==> src/rtl/dot_star_pattern_matcher_macros.svh <==
// ----------------------------------------------------------------------------
// Assertion macros for the dot-star pattern matcher
// Concurrent property wrappers with a common clock and reset.
// ----------------------------------------------------------------------------
`ifndef DOT_STAR_PATTERN_MATCHER_MACROS_SVH
`define DOT_STAR_PATTERN_MATCHER_MACROS_SVH

// Consequent must hold in the same cycle as the antecedent.
`define DSPM_ASSERT_IMP(label, clk, rst_n, ante, cons, msg) \
    label: assert property (@(posedge clk) disable iff (!rst_n) (ante) |-> (cons)) \
        else $error(msg);

// Consequent must hold in the cycle after the antecedent.
`define DSPM_ASSERT_NXT(label, clk, rst_n, ante, cons, msg) \
    label: assert property (@(posedge clk) disable iff (!rst_n) (ante) |=> (cons)) \
        else $error(msg);

`endif

==> src/rtl/dspm_pkg.sv <==
`timescale 1ns / 1ps
// ----------------------------------------------------------------------------
// Dot-star pattern matcher package
// Transaction types, opcodes, command kinds and queue sizing.
// ----------------------------------------------------------------------------
package dspm_pkg;

    localparam logic [1:0] OP_CLEAR  = 2'd0;
    localparam logic [1:0] OP_APPEND = 2'd1;
    localparam logic [1:0] OP_TEXT   = 2'd2;
    localparam logic [1:0] OP_END    = 2'd3;

    localparam logic [7:0] WILDCARD_BYTE = 8'd46;
    localparam logic [7:0] STAR_BYTE     = 8'd42;

    localparam logic [2:0] CMD_CLEAR   = 3'd0;
    localparam logic [2:0] CMD_LITERAL = 3'd1;
    localparam logic [2:0] CMD_STAR    = 3'd2;
    localparam logic [2:0] CMD_TEXT    = 3'd3;
    localparam logic [2:0] CMD_END     = 3'd4;

    localparam int FIFO_DEPTH = 4;
    localparam int FIFO_AW    = 2;
    localparam int FIFO_CW    = 3;

    typedef struct packed {
        logic [1:0] opcode;
        logic [7:0] symbol;
    } t_in;

    typedef struct packed {
        logic matched;
        logic pattern_fault;
    } t_out;

    typedef struct packed {
        logic [2:0] kind;
        logic [7:0] symbol;
    } t_cmd;

    typedef struct packed {
        logic pop_end;
        logic pop_clear;
        logic fault;
    } t_back_stat;

endpackage

==> src/rtl/dot_star_pattern_matcher.sv <==
`timescale 1ns / 1ps
// ----------------------------------------------------------------------------
// Dot-star pattern matcher
// Whole-string matcher for literal, wildcard and starred pattern elements.
// ----------------------------------------------------------------------------
// Input channel (i_in_valid, o_in_stall, i_in_data): each transaction clears
// the pattern, appends a pattern byte, supplies a text byte or ends the text.
// Output channel (o_out_valid, i_out_stall, o_out_data): one transaction per
// end of text, carrying the match answer and the sticky pattern fault.
// The block takes one transaction per cycle while its queue has room.
// A transaction enters a four-entry command queue at acceptance and, with the
// queue otherwise empty, the engine executes it in the next cycle, unless it
// is an end of text waiting for a free output register. An end-of-text answer
// passes from the queue to the output register, where it waits for the
// receiver. The engine updates every pattern position at once, the closure
// being a single carry chain.
// After reset the pattern is empty, the fault is clear and the active vector
// holds position zero only. While the receiver stalls, the answer is held in
// the output register; the engine keeps executing the commands ahead of the
// next end of text, and the input stalls once the queue is full.
// ----------------------------------------------------------------------------
`include "dot_star_pattern_matcher_macros.svh"

module dot_star_pattern_matcher #(
    parameter int MAX_ELEMENTS = 32
) (
    input  logic           i_clk,
    input  logic           i_rst_n,
    input  logic           i_in_valid,
    output logic           o_in_stall,
    input  dspm_pkg::t_in  i_in_data,
    output logic           o_out_valid,
    input  logic           i_out_stall,
    output dspm_pkg::t_out o_out_data
);

    logic                          w_push;
    dspm_pkg::t_cmd                w_front_cmd;
    logic                          w_fifo_full;
    logic                          w_fifo_valid;
    dspm_pkg::t_cmd                w_head_cmd;
    logic [dspm_pkg::FIFO_CW-1:0]  w_level;
    logic                          w_pop;
    dspm_pkg::t_back_stat          w_stat;

    dspm_front u_front (
        .i_in_valid  (i_in_valid),
        .i_in_data   (i_in_data),
        .i_fifo_full (w_fifo_full),
        .o_in_stall  (o_in_stall),
        .o_push      (w_push),
        .o_cmd       (w_front_cmd)
    );

    dspm_fifo u_fifo (
        .i_clk   (i_clk),
        .i_rst_n (i_rst_n),
        .i_push  (w_push),
        .i_cmd   (w_front_cmd),
        .i_pop   (w_pop),
        .o_valid (w_fifo_valid),
        .o_cmd   (w_head_cmd),
        .o_full  (w_fifo_full),
        .o_level (w_level)
    );

    dspm_back #(
        .MAX_ELEMENTS (MAX_ELEMENTS)
    ) u_back (
        .i_clk       (i_clk),
        .i_rst_n     (i_rst_n),
        .i_cmd_valid (w_fifo_valid),
        .i_cmd       (w_head_cmd),
        .i_out_stall (i_out_stall),
        .o_pop       (w_pop),
        .o_out_valid (o_out_valid),
        .o_out_data  (o_out_data),
        .o_stat      (w_stat)
    );

    `DSPM_ASSERT_IMP(a_queue_bound, i_clk, i_rst_n, 1'b1,
                     w_level <= dspm_pkg::FIFO_CW'(dspm_pkg::FIFO_DEPTH),
                     "command queue level beyond its depth")
    `DSPM_ASSERT_NXT(a_end_gives_result, i_clk, i_rst_n, w_stat.pop_end, o_out_valid,
                     "end of text did not give a result")
    `DSPM_ASSERT_NXT(a_clear_drops_fault, i_clk, i_rst_n, w_stat.pop_clear, !w_stat.fault,
                     "pattern clear left the fault set")

endmodule

==> src/rtl/dspm_front.sv <==
`timescale 1ns / 1ps
// ----------------------------------------------------------------------------
// Dot-star matcher front end
// Accepts input transactions and classifies them into engine commands.
// ----------------------------------------------------------------------------
module dspm_front (
    input  logic           i_in_valid,
    input  dspm_pkg::t_in  i_in_data,
    input  logic           i_fifo_full,
    output logic           o_in_stall,
    output logic           o_push,
    output dspm_pkg::t_cmd o_cmd
);

    always_comb begin
        o_cmd.symbol = i_in_data.symbol;
        case (i_in_data.opcode)
            dspm_pkg::OP_CLEAR: begin
                o_cmd.kind = dspm_pkg::CMD_CLEAR;
            end
            dspm_pkg::OP_APPEND: begin
                if (i_in_data.symbol == dspm_pkg::STAR_BYTE) begin
                    o_cmd.kind = dspm_pkg::CMD_STAR;
                end else begin
                    o_cmd.kind = dspm_pkg::CMD_LITERAL;
                end
            end
            dspm_pkg::OP_TEXT: begin
                o_cmd.kind = dspm_pkg::CMD_TEXT;
            end
            default: begin
                o_cmd.kind = dspm_pkg::CMD_END;
            end
        endcase
    end

    assign o_in_stall = i_fifo_full;
    assign o_push     = i_in_valid && !i_fifo_full;

endmodule

==> src/rtl/dspm_fifo.sv <==
`timescale 1ns / 1ps
// ----------------------------------------------------------------------------
// Dot-star matcher command queue
// Short first-in first-out queue between the front end and the engine.
// ----------------------------------------------------------------------------
module dspm_fifo (
    input  logic                        i_clk,
    input  logic                        i_rst_n,
    input  logic                        i_push,
    input  dspm_pkg::t_cmd              i_cmd,
    input  logic                        i_pop,
    output logic                        o_valid,
    output dspm_pkg::t_cmd              o_cmd,
    output logic                        o_full,
    output logic [dspm_pkg::FIFO_CW-1:0] o_level
);

    dspm_pkg::t_cmd                r_mem [dspm_pkg::FIFO_DEPTH];
    logic [dspm_pkg::FIFO_AW-1:0]  r_wr;
    logic [dspm_pkg::FIFO_AW-1:0]  r_rd;
    logic [dspm_pkg::FIFO_CW-1:0]  r_level;
    logic [dspm_pkg::FIFO_CW-1:0]  n_level;

    always_comb begin
        n_level = r_level;
        if (i_push && !i_pop) begin
            n_level = r_level + dspm_pkg::FIFO_CW'(1);
        end else if (!i_push && i_pop) begin
            n_level = r_level - dspm_pkg::FIFO_CW'(1);
        end
    end

    always_ff @(posedge i_clk) begin
        if (!i_rst_n) begin
            r_wr    <= '0;
            r_rd    <= '0;
            r_level <= '0;
        end else begin
            if (i_push) begin
                r_wr <= r_wr + dspm_pkg::FIFO_AW'(1);
            end
            if (i_pop) begin
                r_rd <= r_rd + dspm_pkg::FIFO_AW'(1);
            end
            r_level <= n_level;
        end
    end

    always_ff @(posedge i_clk) begin
        if (i_push) begin
            r_mem[r_wr] <= i_cmd;
        end
    end

    assign o_valid = (r_level != '0);
    assign o_cmd   = r_mem[r_rd];
    assign o_full  = (r_level == dspm_pkg::FIFO_CW'(dspm_pkg::FIFO_DEPTH));
    assign o_level = r_level;

endmodule

==> src/rtl/dspm_back.sv <==
`timescale 1ns / 1ps
// ----------------------------------------------------------------------------
// Dot-star matcher engine
// Holds the pattern and advances the active position vector per command.
// ----------------------------------------------------------------------------
module dspm_back #(
    parameter int MAX_ELEMENTS = 32
) (
    input  logic                 i_clk,
    input  logic                 i_rst_n,
    input  logic                 i_cmd_valid,
    input  dspm_pkg::t_cmd       i_cmd,
    input  logic                 i_out_stall,
    output logic                 o_pop,
    output logic                 o_out_valid,
    output dspm_pkg::t_out       o_out_data,
    output dspm_pkg::t_back_stat o_stat
);

    localparam int VW = MAX_ELEMENTS + 1;
    localparam int CW = $clog2(MAX_ELEMENTS + 1);
    localparam int IW = $clog2(MAX_ELEMENTS);

    logic [7:0]              r_byte [MAX_ELEMENTS];
    logic [MAX_ELEMENTS-1:0] r_star;
    logic [MAX_ELEMENTS-1:0] r_fill;
    logic [CW-1:0]           r_count;
    logic [VW-1:0]           r_active;
    logic                    r_fault;
    logic                    r_last_star;
    logic                    r_out_valid;
    dspm_pkg::t_out          r_out;

    logic [MAX_ELEMENTS-1:0] n_fill;
    logic [CW-1:0]           n_count;
    logic [VW-1:0]           n_active;
    logic                    n_fault;
    logic                    n_last_star;

    logic [MAX_ELEMENTS-1:0] w_prop;
    logic [MAX_ELEMENTS-1:0] w_hit;
    logic [VW-1:0]           w_q;
    logic [VW:0]             w_a;
    logic [VW:0]             w_b;
    logic [VW:0]             w_sum;
    logic [VW:0]             w_carry;
    logic [VW-1:0]           w_closed;
    logic [VW-1:0]           w_next;
    logic                    w_full;
    logic                    w_empty;
    logic                    w_out_free;
    logic [IW-1:0]           w_wr_idx;
    logic [IW-1:0]           w_last_idx;
    logic                    w_wr_lit;
    logic                    w_wr_star;

    // The closure ripple is a carry chain: generate is the active bit and
    // propagate is a starred element below the position.
    assign w_prop   = r_star & r_fill;
    assign w_q      = {w_prop, 1'b0};
    assign w_a      = {1'b0, r_active | w_q};
    assign w_b      = {1'b0, r_active};
    assign w_sum    = w_a + w_b;
    assign w_carry  = w_sum ^ w_a ^ w_b;
    assign w_closed = w_carry[VW:1];

    always_comb begin
        for (int i = 0; i < MAX_ELEMENTS; i++) begin
            w_hit[i] = r_fill[i] && w_closed[i] &&
                       ((r_byte[i] == dspm_pkg::WILDCARD_BYTE) ||
                        (r_byte[i] == i_cmd.symbol));
        end
    end

    assign w_next = {1'b0, w_hit & r_star} | {w_hit & ~r_star, 1'b0};

    assign w_full     = (r_count == CW'(MAX_ELEMENTS));
    assign w_empty    = (r_count == '0);
    assign w_wr_idx   = r_count[IW-1:0];
    assign w_last_idx = IW'(r_count - CW'(1));
    assign w_out_free = !r_out_valid || !i_out_stall;
    assign o_pop      = i_cmd_valid && ((i_cmd.kind != dspm_pkg::CMD_END) || w_out_free);
    assign w_wr_lit   = o_pop && (i_cmd.kind == dspm_pkg::CMD_LITERAL) && !w_full;
    assign w_wr_star  = o_pop && (i_cmd.kind == dspm_pkg::CMD_STAR) &&
                        !w_empty && !r_last_star;

    always_comb begin
        n_fill      = r_fill;
        n_count     = r_count;
        n_active    = r_active;
        n_fault     = r_fault;
        n_last_star = r_last_star;
        if (o_pop) begin
            case (i_cmd.kind)
                dspm_pkg::CMD_CLEAR: begin
                    n_fill      = '0;
                    n_count     = '0;
                    n_fault     = 1'b0;
                    n_last_star = 1'b0;
                    n_active    = VW'(1);
                end
                dspm_pkg::CMD_LITERAL: begin
                    n_active = VW'(1);
                    if (w_full) begin
                        n_fault = 1'b1;
                    end else begin
                        n_fill[w_wr_idx] = 1'b1;
                        n_count          = r_count + CW'(1);
                        n_last_star      = 1'b0;
                    end
                end
                dspm_pkg::CMD_STAR: begin
                    n_active = VW'(1);
                    if (w_empty || r_last_star) begin
                        n_fault = 1'b1;
                    end else begin
                        n_last_star = 1'b1;
                    end
                end
                dspm_pkg::CMD_TEXT: begin
                    n_active = w_next;
                end
                default: begin
                    n_active = VW'(1);
                end
            endcase
        end
    end

    always_ff @(posedge i_clk) begin
        if (!i_rst_n) begin
            r_fill      <= '0;
            r_count     <= '0;
            r_active    <= VW'(1);
            r_fault     <= 1'b0;
            r_last_star <= 1'b0;
            r_out_valid <= 1'b0;
        end else begin
            r_fill      <= n_fill;
            r_count     <= n_count;
            r_active    <= n_active;
            r_fault     <= n_fault;
            r_last_star <= n_last_star;
            if (o_pop && (i_cmd.kind == dspm_pkg::CMD_END)) begin
                r_out_valid <= 1'b1;
            end else if (!i_out_stall) begin
                r_out_valid <= 1'b0;
            end
        end
    end

    always_ff @(posedge i_clk) begin
        if (w_wr_lit) begin
            r_byte[w_wr_idx] <= i_cmd.symbol;
            r_star[w_wr_idx] <= 1'b0;
        end
        if (w_wr_star) begin
            r_star[w_last_idx] <= 1'b1;
        end
        if (o_pop && (i_cmd.kind == dspm_pkg::CMD_END)) begin
            r_out.matched       <= w_closed[r_count] && !r_fault;
            r_out.pattern_fault <= r_fault;
        end
    end

    assign o_out_valid      = r_out_valid;
    assign o_out_data       = r_out;
    assign o_stat.pop_end   = o_pop && (i_cmd.kind == dspm_pkg::CMD_END);
    assign o_stat.pop_clear = o_pop && (i_cmd.kind == dspm_pkg::CMD_CLEAR);
    assign o_stat.fault     = r_fault;

endmodule

==> config.mk <==
export PLATFORM = sky130hd
export DESIGN_NAME = dot_star_pattern_matcher
export DESIGN_NICKNAME = d
export VERILOG_FILES = /design/src/rtl/dspm_pkg.sv /design/src/rtl/dot_star_pattern_matcher.sv /design/src/rtl/dspm_front.sv /design/src/rtl/dspm_fifo.sv /design/src/rtl/dspm_back.sv
export VERILOG_INCLUDE_DIRS = /design/src /design/src/rtl
export SDC_FILE = /design/constraint.sdc
export NUM_CORES = 1
export LEC_CHECK = 0
export BUFFER_PORTS_ARGS = -buffer_cell sky130_fd_sc_hd__buf_4
export CAP_MARGIN = 20
export CORE_ASPECT_RATIO = 2
export CORE_MARGIN = 2
export CORE_UTILIZATION = 25
export CTS_CLUSTER_SIZE = 40
export DETAILED_ROUTE_END_ITERATION = 6
export SLEW_MARGIN = 30
export SYNTH_ARGS = -nofsm -noshare
export SYNTH_HDL_FRONTEND = slang
export SYNTH_SLANG_ARGS = --single-unit
==> constraint.sdc <==
create_clock -name i_clk -period 3.59 [get_ports i_clk]
set_clock_uncertainty 0.1 [all_clocks]
set_input_delay 0.1795 -clock i_clk [delete_from_list [all_inputs] [get_ports i_clk]]
set_output_delay 0.1795 -clock i_clk [all_outputs]
set_load 0.005 [all_outputs]
==> flow_summary.toml <==
[timing]
setup_tns_ns = 0
max_freq_mhz = 289
fin_ws_ns = 0.132
hold_viol = 0
slew_headroom_pct = 40.9
tightestPinTransition_ns = 0.885
setup_viol = 0
grt_setup_unrepaired = "no"
final-max-slew-violation-count = 0
post-route-period-util_pct = 96.3
whs_ns = 0.110
period_needed_ns = 3.46

[cts]
clk_pin_slew_ns = 0.08
cts_tree = "done"
clkSinkCount = 417
clockBufferDepth = 3
htreeDepth = 2
cts-buffers-inserted = 35
cts-root-buf = "clkbuf_16"
clk_latency_ns = 0.57
postCtsSetupBuffers = 0

[placed_design]
portBuffers = 17
dp_hpwl_um = 38200
dpl_worst_slack_ns = 0.145
gp_congestion = 0.921

[worst_hold_path]
min-delay-start = "i_in_valid"
min_to = "u_fifo.r_wr[1]"
hold_class = "in2reg"
hold_depth = 4

[logic_synthesis]
synth_common_cells = "edfxtp_1 (302), xnor2_1 (257), dfxtp_1 (115), nand2_1 (115), nor2_1 (104)"
synthDominantCellAreaShare_pct = 45.7
synth_area_um2 = 19800
ys_ff_latch = 417
avgSynthCellArea_um2 = 11.7
syn_inst = 1702
syn_nets = 1727
async_reset_ff_share_pct = 0
synth-seq-area-share_pct = 57.3
yosys_warnings = 0
synth_ff_type = "edfxtp_1"
synth.area.top_cells = "edfxtp_1 (46%), dfxtp_1 (12%), xnor2_1 (11%)"
yosys.cell_count.top_type = "edfxtp_1"
synth-edff-count = 302
yosysTopAreaCell = "edfxtp_1"
synth.distinct_cells = 87

[finish]
n_antenna_cell = 0
nNetsFinal = 1810
area_growth_pct = 15.6
fin_util_pct = 29.1
fillers = 8026
drive_gt1_share_pct = 11.6

[floorplanning]
boundaryPins = 18
die_area_um2 = 81700
die_y_um = 402
core_area_um2 = 78900
initial_utilization_pct = 25.1
num_rows = 146
die_w_um = 203

[routing]
via_per_inst = 4.90
drc_errors = 0
antenna_left = 0
dr.pass1.iters = 5
drt_iter0_markers = 762
vias = 13900
routed_wl_um = 53900
post_drt_wl_per_cell_um = 18.9

[pwr]
powerDensity_nw_per_um2 = 625
p_leak_nw = 7.14
ir_drop_v = 0.000407

[global_route]
grt_max_degree = 65
grt_pass1_vias = 14900
grt_antenna_before_repair = 0
grt_pass1_wl_um = 83400
gr-total-overflow = 0
grt_use_total_pct = 13.2

[outcome]
status = "finished, final reports clean"

[critical_path]
arrival_ns = 3.65
critPathMaxFanout = 7
worstRegToRegCells = 10
start_kind = "flip-flop"
end_kind = "flip-flop"
reg2reg_from = "u_back.r_star[1]"
r2r-end = "u_back.o_out_data[1]"
cp.required_ns = 3.78
criticalPathCategory = "reg2reg"
rrSetupSlack_ns = 0.13

[flow_run]
cap_violations = 0
critical path, stage by stage (launching register included):
cell and delay, ns:
dfxtp_1 0.36, a311oi_1 0.33, o31ai_1 0.16, or3_4 0.43
a211o_2 0.38, a21o_1 0.25, a31oi_2 0.31, a31oi_1 0.15
a311oi_2 0.45, buf_4 0.21, o32ai_2 0.07
placed cells by master, fill, tap and decap left out, types with 35 or more instances in the layout:
cell,count
a21oi_1,61
buf_4,103
clkbuf_16,35
dfxtp_1,115
edfxtp_1,302
inv_1,43
nand2_1,115
nand4_1,96
nor2_1,104
nor2b_1,55
o21ai_0,93
xnor2_1,257
timing repair:
item	CTS	global route
setup endpoints to repair	0	1
hold endpoints to repair	44	0
hold buffers	13	0
resized for setup	0	3
registers in the layout, indices dropped and copies added (netlist names), named ones only:
register            count
u_fifo.o_level          3
u_back.r_fill          32
u_back.o_out_data       2
u_fifo.r_wr             2
u_back.r_star          32
u_back.r_last_star      1
u_back.o_out_valid      1
u_back.r_count          6
u_back.r_byte         256
u_back.r_fault          1
u_fifo.r_mem           44
u_fifo.r_rd             2
u_back.r_active        33
layer usage:
layer  track usage [%]  wire [um]  up-vias
met2              26.1      30200      392
met4              10.7       4520        0
met3              1.21       1640      217
met1              11.7      17600     6886
met5                 0          0        -
li1                  -          -     6453
worst max path at each step:
stage,start,to,cells past startpoint
floorplan,flip-flop,u_fifo.o_level[2],12
global route,u_back.r_star[1],u_back.o_out_data[1],10
global placement,u_back.r_star[1],u_back.o_out_data[1],10
CTS,u_back.r_fill[1],u_back.o_out_data[1],10
finish,u_back.r_star[1],u_back.o_out_data[1],10
detailed placement,u_back.r_fill[1],u_back.o_out_data[1],10
power breakdown:
part,internal [W],total (W),switching [W],leakage (nW)
clock,0.00220,0.00397,0.00177,0.568
combinational,0.00170,0.00449,0.00279,2.92
sequential,0.00576,0.00587,0.000111,3.65
area by class of cell:
cell class	count	area, um2	share of cell area (%)
sequential	417	11400	49.6
clock buffer	42	912	3.98
timing repair buffer	122	1020	4.46
multi-input combinational	1166	7920	34.5
clock inverter	20	245	1.07
tap	1036	1300	5.65
inverter	43	161	0.704
cell families after synthesis:
logic type	after synthesis	synth area share, %
AOI/OAI and AO/OA	315	10.2
xor gates and xnor gates	268	11.8
adders and majority gates	11	0.732
muxes	15	1.51
and+or+nand+nor	557	15.4
DFF	417	57.3
buffers and inverters	119	2.97
metrics by stage:
stage               std cells  power [W]  area (um2)
global route             2846     0.0150       22900
detailed placement       2771     0.0105       21600
finish                   2846     0.0143       22900
CTS                      2846     0.0145       22900
floorplan                1702    0.00898       19800
global placement         2771     0.0104       21600
(Power assumes the default switching activity.)
